## src/rtl/mcc_pkg.sv

```systemverilog
// ----------------------------------------------------------------------------
// Minute calendar clock package
// Shared widths, calendar constants, reciprocals, codes and queue word type.
// ----------------------------------------------------------------------------
package mcc_pkg;

  localparam int unsigned VALUE_W  = 32;
  localparam int unsigned COUNT_W  = 31;
  localparam int unsigned YEAR_W   = 12;
  localparam int unsigned MONTH_W  = 4;
  localparam int unsigned DAY_W    = 5;
  localparam int unsigned HOUR_W   = 5;
  localparam int unsigned MINUTE_W = 6;

  localparam int unsigned MIN_PER_HOUR    = 60;
  localparam int unsigned HOURS_PER_DAY   = 24;
  localparam int unsigned DAYS_PER_MONTH  = 31;
  localparam int unsigned MONTHS_PER_YEAR = 12;
  localparam int unsigned MIN_PER_DAY     = MIN_PER_HOUR * HOURS_PER_DAY;
  localparam int unsigned MIN_PER_MONTH   = MIN_PER_DAY * DAYS_PER_MONTH;
  localparam int unsigned MIN_PER_YEAR    = MIN_PER_MONTH * MONTHS_PER_YEAR;

  // reciprocal estimate is low by at most one; corrected afterwards
  localparam int unsigned RECIP_SHIFT = 32;
  localparam int unsigned PROD_W      = COUNT_W + RECIP_SHIFT;
  localparam longint unsigned RECIP_HOUR  = (64'd1 << RECIP_SHIFT) / MIN_PER_HOUR;
  localparam longint unsigned RECIP_DAY   = (64'd1 << RECIP_SHIFT) / MIN_PER_DAY;
  localparam longint unsigned RECIP_MONTH = (64'd1 << RECIP_SHIFT) / MIN_PER_MONTH;
  localparam longint unsigned RECIP_YEAR  = (64'd1 << RECIP_SHIFT) / MIN_PER_YEAR;

  // widths of the total hour, day and month counts
  localparam int unsigned QH_W = 26;
  localparam int unsigned QD_W = 21;
  localparam int unsigned QM_W = 16;

  localparam int unsigned NIGHT_ABOVE     = 21;
  localparam int unsigned NIGHT_BELOW     = 4;
  localparam int unsigned EVENING_ABOVE   = 16;
  localparam int unsigned AFTERNOON_ABOVE = 8;

  localparam int unsigned FIFO_DEPTH = 4;
  localparam int unsigned FIFO_AW    = $clog2(FIFO_DEPTH);

  typedef enum logic [1:0] {
    OP_HOLD   = 2'd0,
    OP_SET    = 2'd1,
    OP_ADD    = 2'd2,
    OP_REJECT = 2'd3
  } op_e;

  typedef enum logic [1:0] {
    PH_MORNING   = 2'd0,
    PH_AFTERNOON = 2'd1,
    PH_EVENING   = 2'd2,
    PH_NIGHT     = 2'd3
  } phase_e;

  typedef struct packed {
    op_e                op;
    logic               unit_step;
    logic [COUNT_W-1:0] count;
  } cmd_t;

endpackage

```

## src/rtl/mcc_if.sv

```systemverilog
// ----------------------------------------------------------------------------
// Minute calendar clock channels
// Valid/ready interfaces for the command word and the result word.
// ----------------------------------------------------------------------------
interface mcc_in_if;
  logic                          valid;
  logic                          ready;
  logic                          mode;
  logic [mcc_pkg::VALUE_W-1:0]   value;

  modport source (output valid, output mode, output value, input ready);
  modport sink   (input valid, input mode, input value, output ready);
endinterface

interface mcc_out_if;
  logic                          valid;
  logic                          ready;
  logic [mcc_pkg::COUNT_W-1:0]   total_time;
  logic [mcc_pkg::YEAR_W-1:0]    year;
  logic [mcc_pkg::MONTH_W-1:0]   month;
  logic [mcc_pkg::DAY_W-1:0]     day;
  logic [mcc_pkg::HOUR_W-1:0]    hour;
  logic [mcc_pkg::MINUTE_W-1:0]  minute;
  logic [1:0]                    day_phase;
  logic                          hour_changed;
  logic                          phase_changed;
  logic                          weather_check;
  logic                          error;

  modport source (output valid, output total_time, output year, output month, output day,
                  output hour, output minute, output day_phase, output hour_changed,
                  output phase_changed, output weather_check, output error, input ready);
  modport sink   (input valid, input total_time, input year, input month, input day,
                  input hour, input minute, input day_phase, input hour_changed,
                  input phase_changed, input weather_check, input error, output ready);
endinterface

```

## src/rtl/minute_calendar_clock_core.sv

```systemverilog
// Path: an accepted word is written into the queue, then registered through stages 1, 2, 3 and the result register.
// Throughput: one word per cycle while the queue is not full, set by the front end's registered count update.
// The four-entry queue lets input words keep arriving while the result is stalled.
// Reset: count zero, day phase night, queue and pipeline empty.
// ----------------------------------------------------------------------------
// Minute calendar clock core
// Minute counter with a twelve-month, 31-day calendar breakdown and day phase.
// ----------------------------------------------------------------------------
module minute_calendar_clock_core (
  input  logic      clk_i,
  input  logic      rst_ni,
  mcc_in_if.sink    in_i,
  mcc_out_if.source out_o
);
  import mcc_pkg::*;

  cmd_t push_cmd, pop_cmd;
  logic push, pop, full, empty;

  mcc_front u_front (
    .clk_i  (clk_i),
    .rst_ni (rst_ni),
    .in_i   (in_i),
    .full_i (full),
    .push_o (push),
    .cmd_o  (push_cmd)
  );

  mcc_fifo u_fifo (
    .clk_i   (clk_i),
    .rst_ni  (rst_ni),
    .push_i  (push),
    .wdata_i (push_cmd),
    .pop_i   (pop),
    .rdata_o (pop_cmd),
    .full_o  (full),
    .empty_o (empty)
  );

  mcc_back u_back (
    .clk_i   (clk_i),
    .rst_ni  (rst_ni),
    .empty_i (empty),
    .cmd_i   (pop_cmd),
    .pop_o   (pop),
    .out_o   (out_o)
  );

endmodule

```

## src/rtl/mcc_fifo.sv

```systemverilog
// ----------------------------------------------------------------------------
// Minute calendar clock command queue
// Small register queue between the front and back ends.
// ----------------------------------------------------------------------------
module mcc_fifo (
  input  logic          clk_i,
  input  logic          rst_ni,
  input  logic          push_i,
  input  mcc_pkg::cmd_t wdata_i,
  input  logic          pop_i,
  output mcc_pkg::cmd_t rdata_o,
  output logic          full_o,
  output logic          empty_o
);
  import mcc_pkg::*;

  cmd_t               mem_q [FIFO_DEPTH];
  logic [FIFO_AW-1:0] wptr_q, wptr_d;
  logic [FIFO_AW-1:0] rptr_q, rptr_d;
  logic [FIFO_AW:0]   cnt_q, cnt_d;
  logic               do_push, do_pop;

  assign full_o  = (cnt_q == (FIFO_AW+1)'(FIFO_DEPTH));
  assign empty_o = (cnt_q == '0);
  assign do_push = push_i && !full_o;
  assign do_pop  = pop_i && !empty_o;
  assign rdata_o = mem_q[rptr_q];

  always_comb begin
    wptr_d = do_push ? wptr_q + 1'b1 : wptr_q;
    rptr_d = do_pop  ? rptr_q + 1'b1 : rptr_q;
    cnt_d  = cnt_q;
    if (do_push && !do_pop) begin
      cnt_d = cnt_q + 1'b1;
    end else if (do_pop && !do_push) begin
      cnt_d = cnt_q - 1'b1;
    end
  end

  always_ff @(posedge clk_i or negedge rst_ni) begin
    if (!rst_ni) begin
      wptr_q <= '0;
      rptr_q <= '0;
      cnt_q  <= '0;
    end else begin
      wptr_q <= wptr_d;
      rptr_q <= rptr_d;
      cnt_q  <= cnt_d;
    end
  end

  always_ff @(posedge clk_i) begin
    if (do_push) begin
      mem_q[wptr_q] <= wdata_i;
    end
  end

endmodule

```

## src/rtl/mcc_front.sv

```systemverilog
// ----------------------------------------------------------------------------
// Minute calendar clock front end
// Takes command words, updates the minute count and classifies each word.
// ----------------------------------------------------------------------------
module mcc_front (
  input  logic          clk_i,
  input  logic          rst_ni,
  mcc_in_if.sink        in_i,
  input  logic          full_i,
  output logic          push_o,
  output mcc_pkg::cmd_t cmd_o
);
  import mcc_pkg::*;

  logic [COUNT_W-1:0] count_q, count_d;
  logic [VALUE_W:0]   sum;
  logic               accept;

  assign in_i.ready = !full_i;
  assign accept     = in_i.valid && !full_i;
  assign push_o     = accept;

  // 33-bit signed sum; bit 32 set means negative, bit 31 means past the top
  assign sum = {2'b00, count_q} + {in_i.value[VALUE_W-1], in_i.value};

  always_comb begin
    cmd_o.unit_step = (in_i.value == VALUE_W'(1));
    cmd_o.op        = OP_HOLD;
    count_d         = count_q;
    if (in_i.mode) begin
      if (in_i.value[VALUE_W-1]) begin
        cmd_o.op = OP_REJECT;
      end else begin
        cmd_o.op = OP_SET;
        count_d  = in_i.value[COUNT_W-1:0];
      end
    end else if (in_i.value != '0) begin
      if (sum[VALUE_W] || sum[VALUE_W-1]) begin
        cmd_o.op = OP_REJECT;
      end else begin
        cmd_o.op = OP_ADD;
        count_d  = sum[COUNT_W-1:0];
      end
    end
    cmd_o.count = count_d;
  end

  always_ff @(posedge clk_i or negedge rst_ni) begin
    if (!rst_ni) begin
      count_q <= '0;
    end else if (accept) begin
      count_q <= count_d;
    end
  end

`ifndef SYNTH
  a_reject_keeps_count: assert property (@(posedge clk_i) disable iff (!rst_ni)
    (push_o && cmd_o.op == OP_REJECT) |=> (count_q == $past(count_q)))
    else $error("rejected word changed the minute count");
`endif

endmodule

```

## src/rtl/mcc_back.sv

```systemverilog
// ----------------------------------------------------------------------------
// Minute calendar clock back end
// Splits the count into calendar fields, tracks the day phase, holds the result.
// ----------------------------------------------------------------------------
module mcc_back (
  input  logic          clk_i,
  input  logic          rst_ni,
  input  logic          empty_i,
  input  mcc_pkg::cmd_t cmd_i,
  output logic          pop_o,
  mcc_out_if.source     out_o
);
  import mcc_pkg::*;

  function automatic phase_e phase_of(input logic [HOUR_W-1:0] h);
    phase_e p;
    if (h > HOUR_W'(NIGHT_ABOVE) || h < HOUR_W'(NIGHT_BELOW)) begin
      p = PH_NIGHT;
    end else if (h > HOUR_W'(EVENING_ABOVE)) begin
      p = PH_EVENING;
    end else if (h > HOUR_W'(AFTERNOON_ABOVE)) begin
      p = PH_AFTERNOON;
    end else begin
      p = PH_MORNING;
    end
    return p;
  endfunction

  logic en;

  // stage 1: reciprocal estimates
  logic               s1_valid_q;
  cmd_t               s1_cmd_q;
  logic [QH_W-1:0]    s1_qh_q, s1_qh_d;
  logic [QD_W-1:0]    s1_qd_q, s1_qd_d;
  logic [QM_W-1:0]    s1_qm_q, s1_qm_d;
  logic [YEAR_W-1:0]  s1_qy_q, s1_qy_d;
  logic [PROD_W-1:0]  ph, pd, pm, py;

  // stage 2: back products
  logic               s2_valid_q;
  cmd_t               s2_cmd_q;
  logic [QH_W-1:0]    s2_qh_q;
  logic [QD_W-1:0]    s2_qd_q;
  logic [QM_W-1:0]    s2_qm_q;
  logic [YEAR_W-1:0]  s2_qy_q;
  logic [COUNT_W-1:0] s2_bh_q, s2_bd_q, s2_bm_q, s2_by_q;

  // stage 3: exact quotients
  logic               s3_valid_q;
  cmd_t               s3_cmd_q;
  logic [QH_W-1:0]    s3_qh_q, s3_qh_d;
  logic [QD_W-1:0]    s3_qd_q, s3_qd_d;
  logic [QM_W-1:0]    s3_qm_q, s3_qm_d;
  logic [YEAR_W-1:0]  s3_qy_q, s3_qy_d;
  logic [MINUTE_W-1:0] s3_min_q, s3_min_d;
  logic [COUNT_W-1:0] rh, rd, rm, ry;

  // result
  logic               out_valid_q;
  phase_e             phase_q, phase_d;
  logic [HOUR_W-1:0]  hour_d;
  logic [DAY_W-1:0]   day_d;
  logic [MONTH_W-1:0] month_d;
  phase_e             ph_new;
  logic               hc_d, pc_d, wc_d;
  logic [COUNT_W-1:0] tot_q;
  logic [YEAR_W-1:0]  year_q;
  logic [MONTH_W-1:0] month_q;
  logic [DAY_W-1:0]   day_q;
  logic [HOUR_W-1:0]  hour_q;
  logic [MINUTE_W-1:0] min_q;
  logic               hc_q, pc_q, wc_q, err_q;

  assign en    = !out_valid_q || out_o.ready;
  assign pop_o = en && !empty_i;

  always_comb begin
    ph      = PROD_W'(cmd_i.count) * PROD_W'(RECIP_HOUR);
    pd      = PROD_W'(cmd_i.count) * PROD_W'(RECIP_DAY);
    pm      = PROD_W'(cmd_i.count) * PROD_W'(RECIP_MONTH);
    py      = PROD_W'(cmd_i.count) * PROD_W'(RECIP_YEAR);
    s1_qh_d = QH_W'(ph >> RECIP_SHIFT);
    s1_qd_d = QD_W'(pd >> RECIP_SHIFT);
    s1_qm_d = QM_W'(pm >> RECIP_SHIFT);
    s1_qy_d = YEAR_W'(py >> RECIP_SHIFT);
  end

  always_comb begin
    rh = s2_cmd_q.count - s2_bh_q;
    rd = s2_cmd_q.count - s2_bd_q;
    rm = s2_cmd_q.count - s2_bm_q;
    ry = s2_cmd_q.count - s2_by_q;
    s3_qh_d  = s2_qh_q;
    s3_min_d = MINUTE_W'(rh);
    if (rh >= COUNT_W'(MIN_PER_HOUR)) begin
      s3_qh_d  = s2_qh_q + 1'b1;
      s3_min_d = MINUTE_W'(rh - COUNT_W'(MIN_PER_HOUR));
    end
    s3_qd_d = (rd >= COUNT_W'(MIN_PER_DAY))   ? s2_qd_q + 1'b1 : s2_qd_q;
    s3_qm_d = (rm >= COUNT_W'(MIN_PER_MONTH)) ? s2_qm_q + 1'b1 : s2_qm_q;
    s3_qy_d = (ry >= COUNT_W'(MIN_PER_YEAR))  ? s2_qy_q + 1'b1 : s2_qy_q;
  end

  // remainders are small, so only the low bits of the quotients matter
  always_comb begin
    hour_d  = s3_qh_q[HOUR_W-1:0]
            - HOUR_W'(s3_qd_q[HOUR_W-1:0] * HOUR_W'(HOURS_PER_DAY));
    day_d   = s3_qd_q[DAY_W-1:0]
            - DAY_W'(s3_qm_q[DAY_W-1:0] * DAY_W'(DAYS_PER_MONTH)) + 1'b1;
    month_d = s3_qm_q[MONTH_W-1:0]
            - MONTH_W'(s3_qy_q[MONTH_W-1:0] * MONTH_W'(MONTHS_PER_YEAR)) + 1'b1;
    ph_new  = phase_of(hour_d);
    hc_d    = (s3_cmd_q.op == OP_ADD) && (s3_min_q == '0);
    pc_d    = hc_d && (ph_new != phase_q);
    wc_d    = pc_d && s3_cmd_q.unit_step;
    phase_d = phase_q;
    if (s3_cmd_q.op == OP_SET || pc_d) begin
      phase_d = ph_new;
    end
  end

  always_ff @(posedge clk_i or negedge rst_ni) begin
    if (!rst_ni) begin
      s1_valid_q  <= 1'b0;
      s2_valid_q  <= 1'b0;
      s3_valid_q  <= 1'b0;
      out_valid_q <= 1'b0;
      phase_q     <= PH_NIGHT;
    end else if (en) begin
      s1_valid_q  <= !empty_i;
      s2_valid_q  <= s1_valid_q;
      s3_valid_q  <= s2_valid_q;
      out_valid_q <= s3_valid_q;
      if (s3_valid_q) begin
        phase_q <= phase_d;
      end
    end
  end

  always_ff @(posedge clk_i) begin
    if (en) begin
      s1_cmd_q <= cmd_i;
      s1_qh_q  <= s1_qh_d;
      s1_qd_q  <= s1_qd_d;
      s1_qm_q  <= s1_qm_d;
      s1_qy_q  <= s1_qy_d;
      s2_cmd_q <= s1_cmd_q;
      s2_qh_q  <= s1_qh_q;
      s2_qd_q  <= s1_qd_q;
      s2_qm_q  <= s1_qm_q;
      s2_qy_q  <= s1_qy_q;
      s2_bh_q  <= COUNT_W'(s1_qh_q) * COUNT_W'(MIN_PER_HOUR);
      s2_bd_q  <= COUNT_W'(s1_qd_q) * COUNT_W'(MIN_PER_DAY);
      s2_bm_q  <= COUNT_W'(s1_qm_q) * COUNT_W'(MIN_PER_MONTH);
      s2_by_q  <= COUNT_W'(s1_qy_q) * COUNT_W'(MIN_PER_YEAR);
      s3_cmd_q <= s2_cmd_q;
      s3_qh_q  <= s3_qh_d;
      s3_qd_q  <= s3_qd_d;
      s3_qm_q  <= s3_qm_d;
      s3_qy_q  <= s3_qy_d;
      s3_min_q <= s3_min_d;
      tot_q    <= s3_cmd_q.count;
      year_q   <= s3_qy_q;
      month_q  <= month_d;
      day_q    <= day_d;
      hour_q   <= hour_d;
      min_q    <= s3_min_q;
      hc_q     <= hc_d;
      pc_q     <= pc_d;
      wc_q     <= wc_d;
      err_q    <= (s3_cmd_q.op == OP_REJECT);
    end
  end

  assign out_o.valid         = out_valid_q;
  assign out_o.total_time    = tot_q;
  assign out_o.year          = year_q;
  assign out_o.month         = month_q;
  assign out_o.day           = day_q;
  assign out_o.hour          = hour_q;
  assign out_o.minute        = min_q;
  assign out_o.day_phase     = phase_q;
  assign out_o.hour_changed  = hc_q;
  assign out_o.phase_changed = pc_q;
  assign out_o.weather_check = wc_q;
  assign out_o.error         = err_q;

`ifndef SYNTH
  a_err_no_events: assert property (@(posedge clk_i) disable iff (!rst_ni)
    (out_o.valid && out_o.error) |-> !(out_o.hour_changed || out_o.phase_changed))
    else $error("event flagged on a rejected word");
  a_weather_needs_phase: assert property (@(posedge clk_i) disable iff (!rst_ni)
    (out_o.valid && out_o.weather_check) |-> (out_o.phase_changed && out_o.hour_changed))
    else $error("weather check without a phase change");
  a_hour_on_zero: assert property (@(posedge clk_i) disable iff (!rst_ni)
    (out_o.valid && out_o.hour_changed) |-> (out_o.minute == '0))
    else $error("hour event off minute zero");
`endif

endmodule

```

## src/flat_wrapper.sv

```systemverilog
// flat-port wrapper written by rule: the top's interface ports become plain ports
module minute_calendar_clock_core_flat import mcc_pkg::*;
  (clk_i, rst_ni, in_i_valid, in_i_mode, in_i_value, in_i_ready, out_o_valid, out_o_total_time, out_o_year, out_o_month, out_o_day, out_o_hour, out_o_minute, out_o_day_phase, out_o_hour_changed, out_o_phase_changed, out_o_weather_check, out_o_error, out_o_ready);
  mcc_in_if in_i_i ();
  mcc_out_if out_o_i ();
  input  logic clk_i;
  input  logic rst_ni;
  input wire logic [$bits(in_i_i.valid)-1:0] in_i_valid;
  input wire logic [$bits(in_i_i.mode)-1:0] in_i_mode;
  input wire logic [$bits(in_i_i.value)-1:0] in_i_value;
  output wire logic [$bits(in_i_i.ready)-1:0] in_i_ready;
  output wire logic [$bits(out_o_i.valid)-1:0] out_o_valid;
  output wire logic [$bits(out_o_i.total_time)-1:0] out_o_total_time;
  output wire logic [$bits(out_o_i.year)-1:0] out_o_year;
  output wire logic [$bits(out_o_i.month)-1:0] out_o_month;
  output wire logic [$bits(out_o_i.day)-1:0] out_o_day;
  output wire logic [$bits(out_o_i.hour)-1:0] out_o_hour;
  output wire logic [$bits(out_o_i.minute)-1:0] out_o_minute;
  output wire logic [$bits(out_o_i.day_phase)-1:0] out_o_day_phase;
  output wire logic [$bits(out_o_i.hour_changed)-1:0] out_o_hour_changed;
  output wire logic [$bits(out_o_i.phase_changed)-1:0] out_o_phase_changed;
  output wire logic [$bits(out_o_i.weather_check)-1:0] out_o_weather_check;
  output wire logic [$bits(out_o_i.error)-1:0] out_o_error;
  input wire logic [$bits(out_o_i.ready)-1:0] out_o_ready;
  assign in_i_i.valid = in_i_valid;
  assign in_i_i.mode = in_i_mode;
  assign in_i_i.value = in_i_value;
  assign in_i_ready = in_i_i.ready;
  assign out_o_valid = out_o_i.valid;
  assign out_o_total_time = out_o_i.total_time;
  assign out_o_year = out_o_i.year;
  assign out_o_month = out_o_i.month;
  assign out_o_day = out_o_i.day;
  assign out_o_hour = out_o_i.hour;
  assign out_o_minute = out_o_i.minute;
  assign out_o_day_phase = out_o_i.day_phase;
  assign out_o_hour_changed = out_o_i.hour_changed;
  assign out_o_phase_changed = out_o_i.phase_changed;
  assign out_o_weather_check = out_o_i.weather_check;
  assign out_o_error = out_o_i.error;
  assign out_o_i.ready = out_o_ready;
  minute_calendar_clock_core u_core (.clk_i(clk_i), .rst_ni(rst_ni), .in_i(in_i_i), .out_o(out_o_i));
endmodule
```

## config.mk

```make
export PLATFORM = sky130hd
export DESIGN_NAME = minute_calendar_clock_core_flat
export DESIGN_NICKNAME = d
export VERILOG_FILES = /design/src/rtl/mcc_pkg.sv /design/src/rtl/mcc_if.sv /design/src/rtl/minute_calendar_clock_core.sv /design/src/rtl/mcc_fifo.sv /design/src/rtl/mcc_front.sv /design/src/rtl/mcc_back.sv /design/src/flat_wrapper.sv
export SDC_FILE = /design/constraint.sdc
export NUM_CORES = 2
export LEC_CHECK = 0
export BUFFER_PORTS_ARGS = -buffer_cell sky130_fd_sc_hd__buf_4
export CORE_AREA = 2 2 398 281
export CTS_CLUSTER_SIZE = 30
export DETAILED_ROUTE_END_ITERATION = 7
export DIE_AREA = 0 0 400 283
export GPL_TIMING_DRIVEN = 0
export PLACE_DENSITY = 0.83
export SLEW_MARGIN = 20
export SYNTH_ARGS = -nofsm -noshare
export SYNTH_HDL_FRONTEND = slang
export SYNTH_HIERARCHICAL = 1
export SYNTH_SLANG_ARGS = --single-unit
```

## constraint.sdc

```tcl
create_clock -name clk_i -period 12.6 [get_ports clk_i]
set_input_delay 0.63 -clock clk_i [delete_from_list [all_inputs] [get_ports clk_i]]
set_output_delay 0.63 -clock clk_i [all_outputs]
set_load 0.02 [all_outputs]
```

* Yosys cells after proc, flatten, opt, wreduce, memory -nomap -nowiden
Memory sizes are Yosys's and may differ from the RTL's.
Index checks and enable logic that the tools add are counted.
** Operators by class
- Magnitude comparators :: 8
- Muxes and demuxes :: 20
- Bitwise operators :: 0
- Multipliers :: 11
- Div/mod/pow operators :: 0
- $add $sub $neg :: 19
- Equality and inequality tests :: 6
- Shifts and indexed selects :: 0
- Reductions and logical operators :: 23
** Operators by type and width (number)
- $mux 31 :: 4
- $sub 31x31->31 :: 4
- $mul 31x25->56 const B :: 1
- $mul 31x19->50 const B :: 1
- $mul 31x17->48 const B :: 1
- $mul 31x13->44 const B :: 1
- $add 32x32->33 :: 1
- $eq 32x1->1 const B :: 1
- $reduce_bool 32->1 :: 1
- $ge 31x11->1 const B :: 1
- $ge 31x16->1 const B :: 1
- $ge 31x20->1 const B :: 1
- $ge 31x6->1 const B :: 1
- $mul 26x4->29 const B :: 1
- $mul 16x11->26 const B :: 1
- $mul 21x6->26 const B :: 1
- $mul 12x13->24 const B :: 1
- $add 5x1->5 const B :: 4
- $mux 5 :: 3
- $add 12x1->12 const B :: 1
- $mux 12 :: 1
- $gt 5x5->1 const B :: 2
- $mux 2 :: 5
- $sub 5x5->5 :: 2
- other kinds (25) :: 46
** Word-level totals
- Word-level logic and storage cells :: 133
- Bits in registers :: 453
- Bits in read-only memories :: 0
- Output and inout port bits :: 71
- Memory bits (writable) :: 136
- Bits in latches :: 0
- Memories kept :: 1
** Memory list
- u_core.u_fifo.mem_q :: words 4, bits a word 34, rd ports 1, clocked after Yosys merged registers in 0, write ports 1, RTL line mcc_fifo.sv:17 : cmd_t mem_q [FIFO_DEPTH];

* Logic depth before layout (Yosys ltp)
- Depth after elaboration :: 10
- Mapped depth :: 28
- Depth with buffers taken out :: 25

* By module
The synthesis kept the hierarchy.
** Modules (own cells, without submodules)
- mcc_back :: times used 1, cells an instance 5712, area an instance 59793.6 um^2, sequential area each 12104.1 um^2
- mcc_fifo :: times used 1, cells an instance 214, area an instance 5388.9 um^2, sequential area each 4259.1 um^2
- mcc_front :: times used 1, cells an instance 582, area an instance 4426.7 um^2, sequential area each 775.7 um^2

* Least setup slack after synthesis
OpenSTA, ideal clock, no wires.
- Kind :: in2reg
- From :: input out_o_ready
- To :: register u_core.u_back.phase_q[0] (netlist: u_core/u_back/out_o.day_phase[0])
- Path buffers :: 0
- Path slack :: 3.174 ns
- Required time :: 12.518 ns
- Library setup time :: 0.082 ns
- Arrival :: 9.343 ns
- Cell stages on the path :: 5
- Path through :: nor2b_1 inv_1 nand2_1 nor2_1 mux2_2
** Between the ends
- Longest elaborated chain between the ends :: 2
** Ends and longest elaborated chain
- from (decl) :: RTL line flat_wrapper.sv:24 : input wire logic [$bits(out_o_i.ready)-1:0] out_o_ready;
- $logic_or 1x1->1 :: RTL line mcc_back.sv:75 : assign en = !out_valid_q || out_o.ready;
- $reduce_and 3->1 (no line)
- to (signal assigned) :: RTL line mcc_back.sv:136 : phase_q <= phase_d;
- to (decl) :: RTL line mcc_back.sv:61 : phase_e phase_q, phase_d;
Every way passes these cells.
A chain may end at the register's enable or synchronous reset.

==> summary.txt <==
Status
  – Status: complete, no violations

Cells and area
  – Commonest non-fill, non-tap cell in the layout: inv_1
  – Nets@finish: 8,620
  – Commonest cells after routing, fill and taps aside: inv_1, ha_1, fa_1
  – Filler cells: 7,997
  – Diodes inserted: 0
  – Register area: 0.0171 mm^2
  – Layout cells sized above 1: 0.0516
  – Area Overhead vs Synth: 6.75%
  – Multi-input logic area: 0.0467 mm^2

Placement
  – Placer Congestion: 0.994
  – Port Buffers: 106
  – Post-DP HPWL: 145 mm

Routing
  – DRC Markers: 0
  – Routed Antenna Nets: 0
  – Iter 0 DRT Violations: 5,027
  – Final WL: 183 mm
  – Avg WL per Cell: 22.4 um
  – Pre-antenna DRT Iters: 7
  – Vias/cell: 6.12
  – Vias: 50,100

Global route
  – GRT Resource Usage Total: 0.325
  – Initial antenna violation count: 3
  – Largest net degree at the start of global routing: 112
  – Global route total overflow: 0
  – Vias in the first global route: 51,600
  – First-pass GRT wire length: 285 mm

Die
  – Initial Util: 0.634
  – Die area: 0.113 mm^2
  – Top Ports: 108
  – Die H: 283 um
  – Site Rows: 102
  – Core box area: 0.110 mm^2
  – Die Span X: 400 um

Timing
  – Period minus WS final: 9920 ps
  – Worst Tran Pin Value: 1270 ps
  – Fin. max-slew vios: 0
  – RSZ-0062 raised after global routing: false
  – TNS Setup: 0 ps
  – Final Hold Fails: 0
  – Final period util: 0.787
  – Relative slew slack: 0.149
  – Fmax: 101 MHz
  – Setup violators final: 0
  – Skew final: 57.4 ps

Setup path
  – CP max stage delay: 1070 ps
  – Critical path class: flip-flop to flip-flop
  – Critical path endpoint category: flip-flop
  – CP required: 13,010 ps
  – Max stage delay cell, worst path: o32ai_1
  – Critical-path maximum fanout: 17
  – CP dominant cell by count: fa_1
  – Reg2Reg Depth: 25
  – WP data arrival: 10,330 ps
  – Startpoint types: flip-flop

CTS
  – Post-CTS setup buffer count: 0
  – CTS tree: yes
  – H-tree Lvls: 2
  – Root Driver: clkbuf_16
  – Clock tree buffer depth: 3
  – Total CTS buffers: 57
  – Clk_lat worst skew: 670 ps
  – CTS Sinks: 578
  – Clk slew on worst S/H paths: 70 ps
  – # resized after CTS: 0

Synth
  – Syn Area/Cell: 10.7 um^2
  – Synth Cell Area: 0.0696 mm^2
  – Seq/Total Area, Yosys: 0.246
  – Ys flop type: edfxtp_1
  – Yosys warning count: 6
  – Mapped Cells: 6,508
  – Synth Net Count: 8,443
  – FFs w/ async S/R, synth: 0.0761
  – Count of cell types in the netlist: 95
  – Post-synth EDFFs: 534
  – Yosys reg bits: 578

Min path
  – Hold Path Depth: 4
  – Hold WC Path Type: input pin to flip-flop

Job
  – Max cap viols: 0
final timing paths:
path	start	to	slack [ps]
setup / recovery	u_core/u_fifo/rptr_q[0]	u_core/u_back/s1_qm_q[15]	2680
hold / removal	out_o_ready	u_core/u_back/s2_valid_q	350
setup reg to reg	u_core/u_fifo/rptr_q[0]	u_core/u_back/s1_qm_q[15]	2680
hold reg to reg	u_core/u_back/s1_cmd_q[9]	u_core/u_back/s2_cmd_q[9]	370
max in group asynchronous	rst_ni	u_core/u_front/count_q[30]	11550
min in group asynchronous	rst_ni	u_core/u_front/count_q[9]	590
sequential cells by signal, indices dropped and copies added (netlist names), 16 cells and up:
signal and flops:
u_core/u_back/s1_qh_q 26, u_core/u_back/s2_bd_q 24, u_core/u_back/s3_cmd_q 34, u_core/u_back/s2_by_q 21, u_core/u_front/count_q 31, u_core/u_back/s1_cmd_q 34, u_core/u_back/s2_cmd_q 34, u_core/u_back/s2_bm_q 25
u_core/u_back/s1_qm_q 16, u_core/u_back/s1_qd_q 21, u_core/u_back/out_o.total_time 31, u_core/u_fifo/mem_q 136, u_core/u_back/s2_bh_q 28
metal layers:
| layer | GRT usage | vias to the layer above | routed length [um] |
|---|---|---|---|
| li1 | - | 22400 | - |
| met1 | 0.449 | 24700 | 74800 |
| met2 | 0.507 | 2588 | 82400 |
| met3 | 0.0768 | 482 | 19100 |
| met4 | 0.106 | 2 | 6930 |
| met5 | 0 | - | 12 |
metrics by stage:
step                instance area (um^2)  hold WS, ps  std cells  setup WS (ps)  utilization
finish                             74300          349       8186           2680        0.677
global route                       74300          357       8186           2650        0.677
CTS                                74300          323       8186           3070        0.677
detailed placement                 72500          405       8081           3230        0.660
global placement                   72200          401       8070            269        0.658
floorplan                          69600          334       6508           3170            -
critical path: cells and delay by family (launching register included):
kind,cells,cell delay (ps)
mux,1,860
flops,1,350
buf+inv,5,1020
compound gates,8,3390
xor+xnor,3,610
simple gates,2,360
fa+ha+maj,6,3030
synthesized netlist by cell type (39+ instances only):
master    count  area (um^2)
a211oi_1     39          293
a21o_1      162         1220
a21oi_1     261         1310
and3_1       49          307
clkbuf_1     79          297
dfrtp_1      42         1050
edfxtp_1    534        16000
fa_1        814        16300
ha_1       1084        13600
inv_1      1392         5230
nand2_1     224          841
nand3_1     132          661
nand4_1      50          313
nor2_1      201          754
nor2b_1      60          375
nor3_1       76          380
o211ai_1     44          330
o21a_1       70          526
o21ai_0     192          961
xnor2_1     232         2030
xor2_1      163         1430
cell families (layout without fill, tap and decap cells):
group | count (synthesis) | count (layout) | share of synthesized area
fa+ha+maj | 1898 | 1898 | 0.429
buf+inv | 1506 | 1728 | 0.0828
compound gates | 1067 | 1067 | 0.102
simple gates | 976 | 976 | 0.0702
flops | 578 | 578 | 0.246
xor+xnor | 395 | 395 | 0.0497
mux | 88 | 88 | 0.0198
repair_timing:
action                                  in CTS  in global routing
hold endpoints to repair                     8                  0
hold buffers                                 1                  0
endpoints found under the setup margin       0                  0
final cells by class:
cell class / count / share of cell area
Buffer: 111 / 0.00709
Clock buffer: 70 / 0.0203
Clock inverter: 34 / 0.00429
Inverter: 1395 / 0.0706
Multi-Input combinational cell: 4424 / 0.629
Sequential cell: 578 / 0.231
Tap cell: 1456 / 0.0245
Timing Repair Buffer: 118 / 0.0141
Power is left out: the tool's default activity adds up to more than one toggle a clock period on the data nets, which glitch-free logic cannot reach.
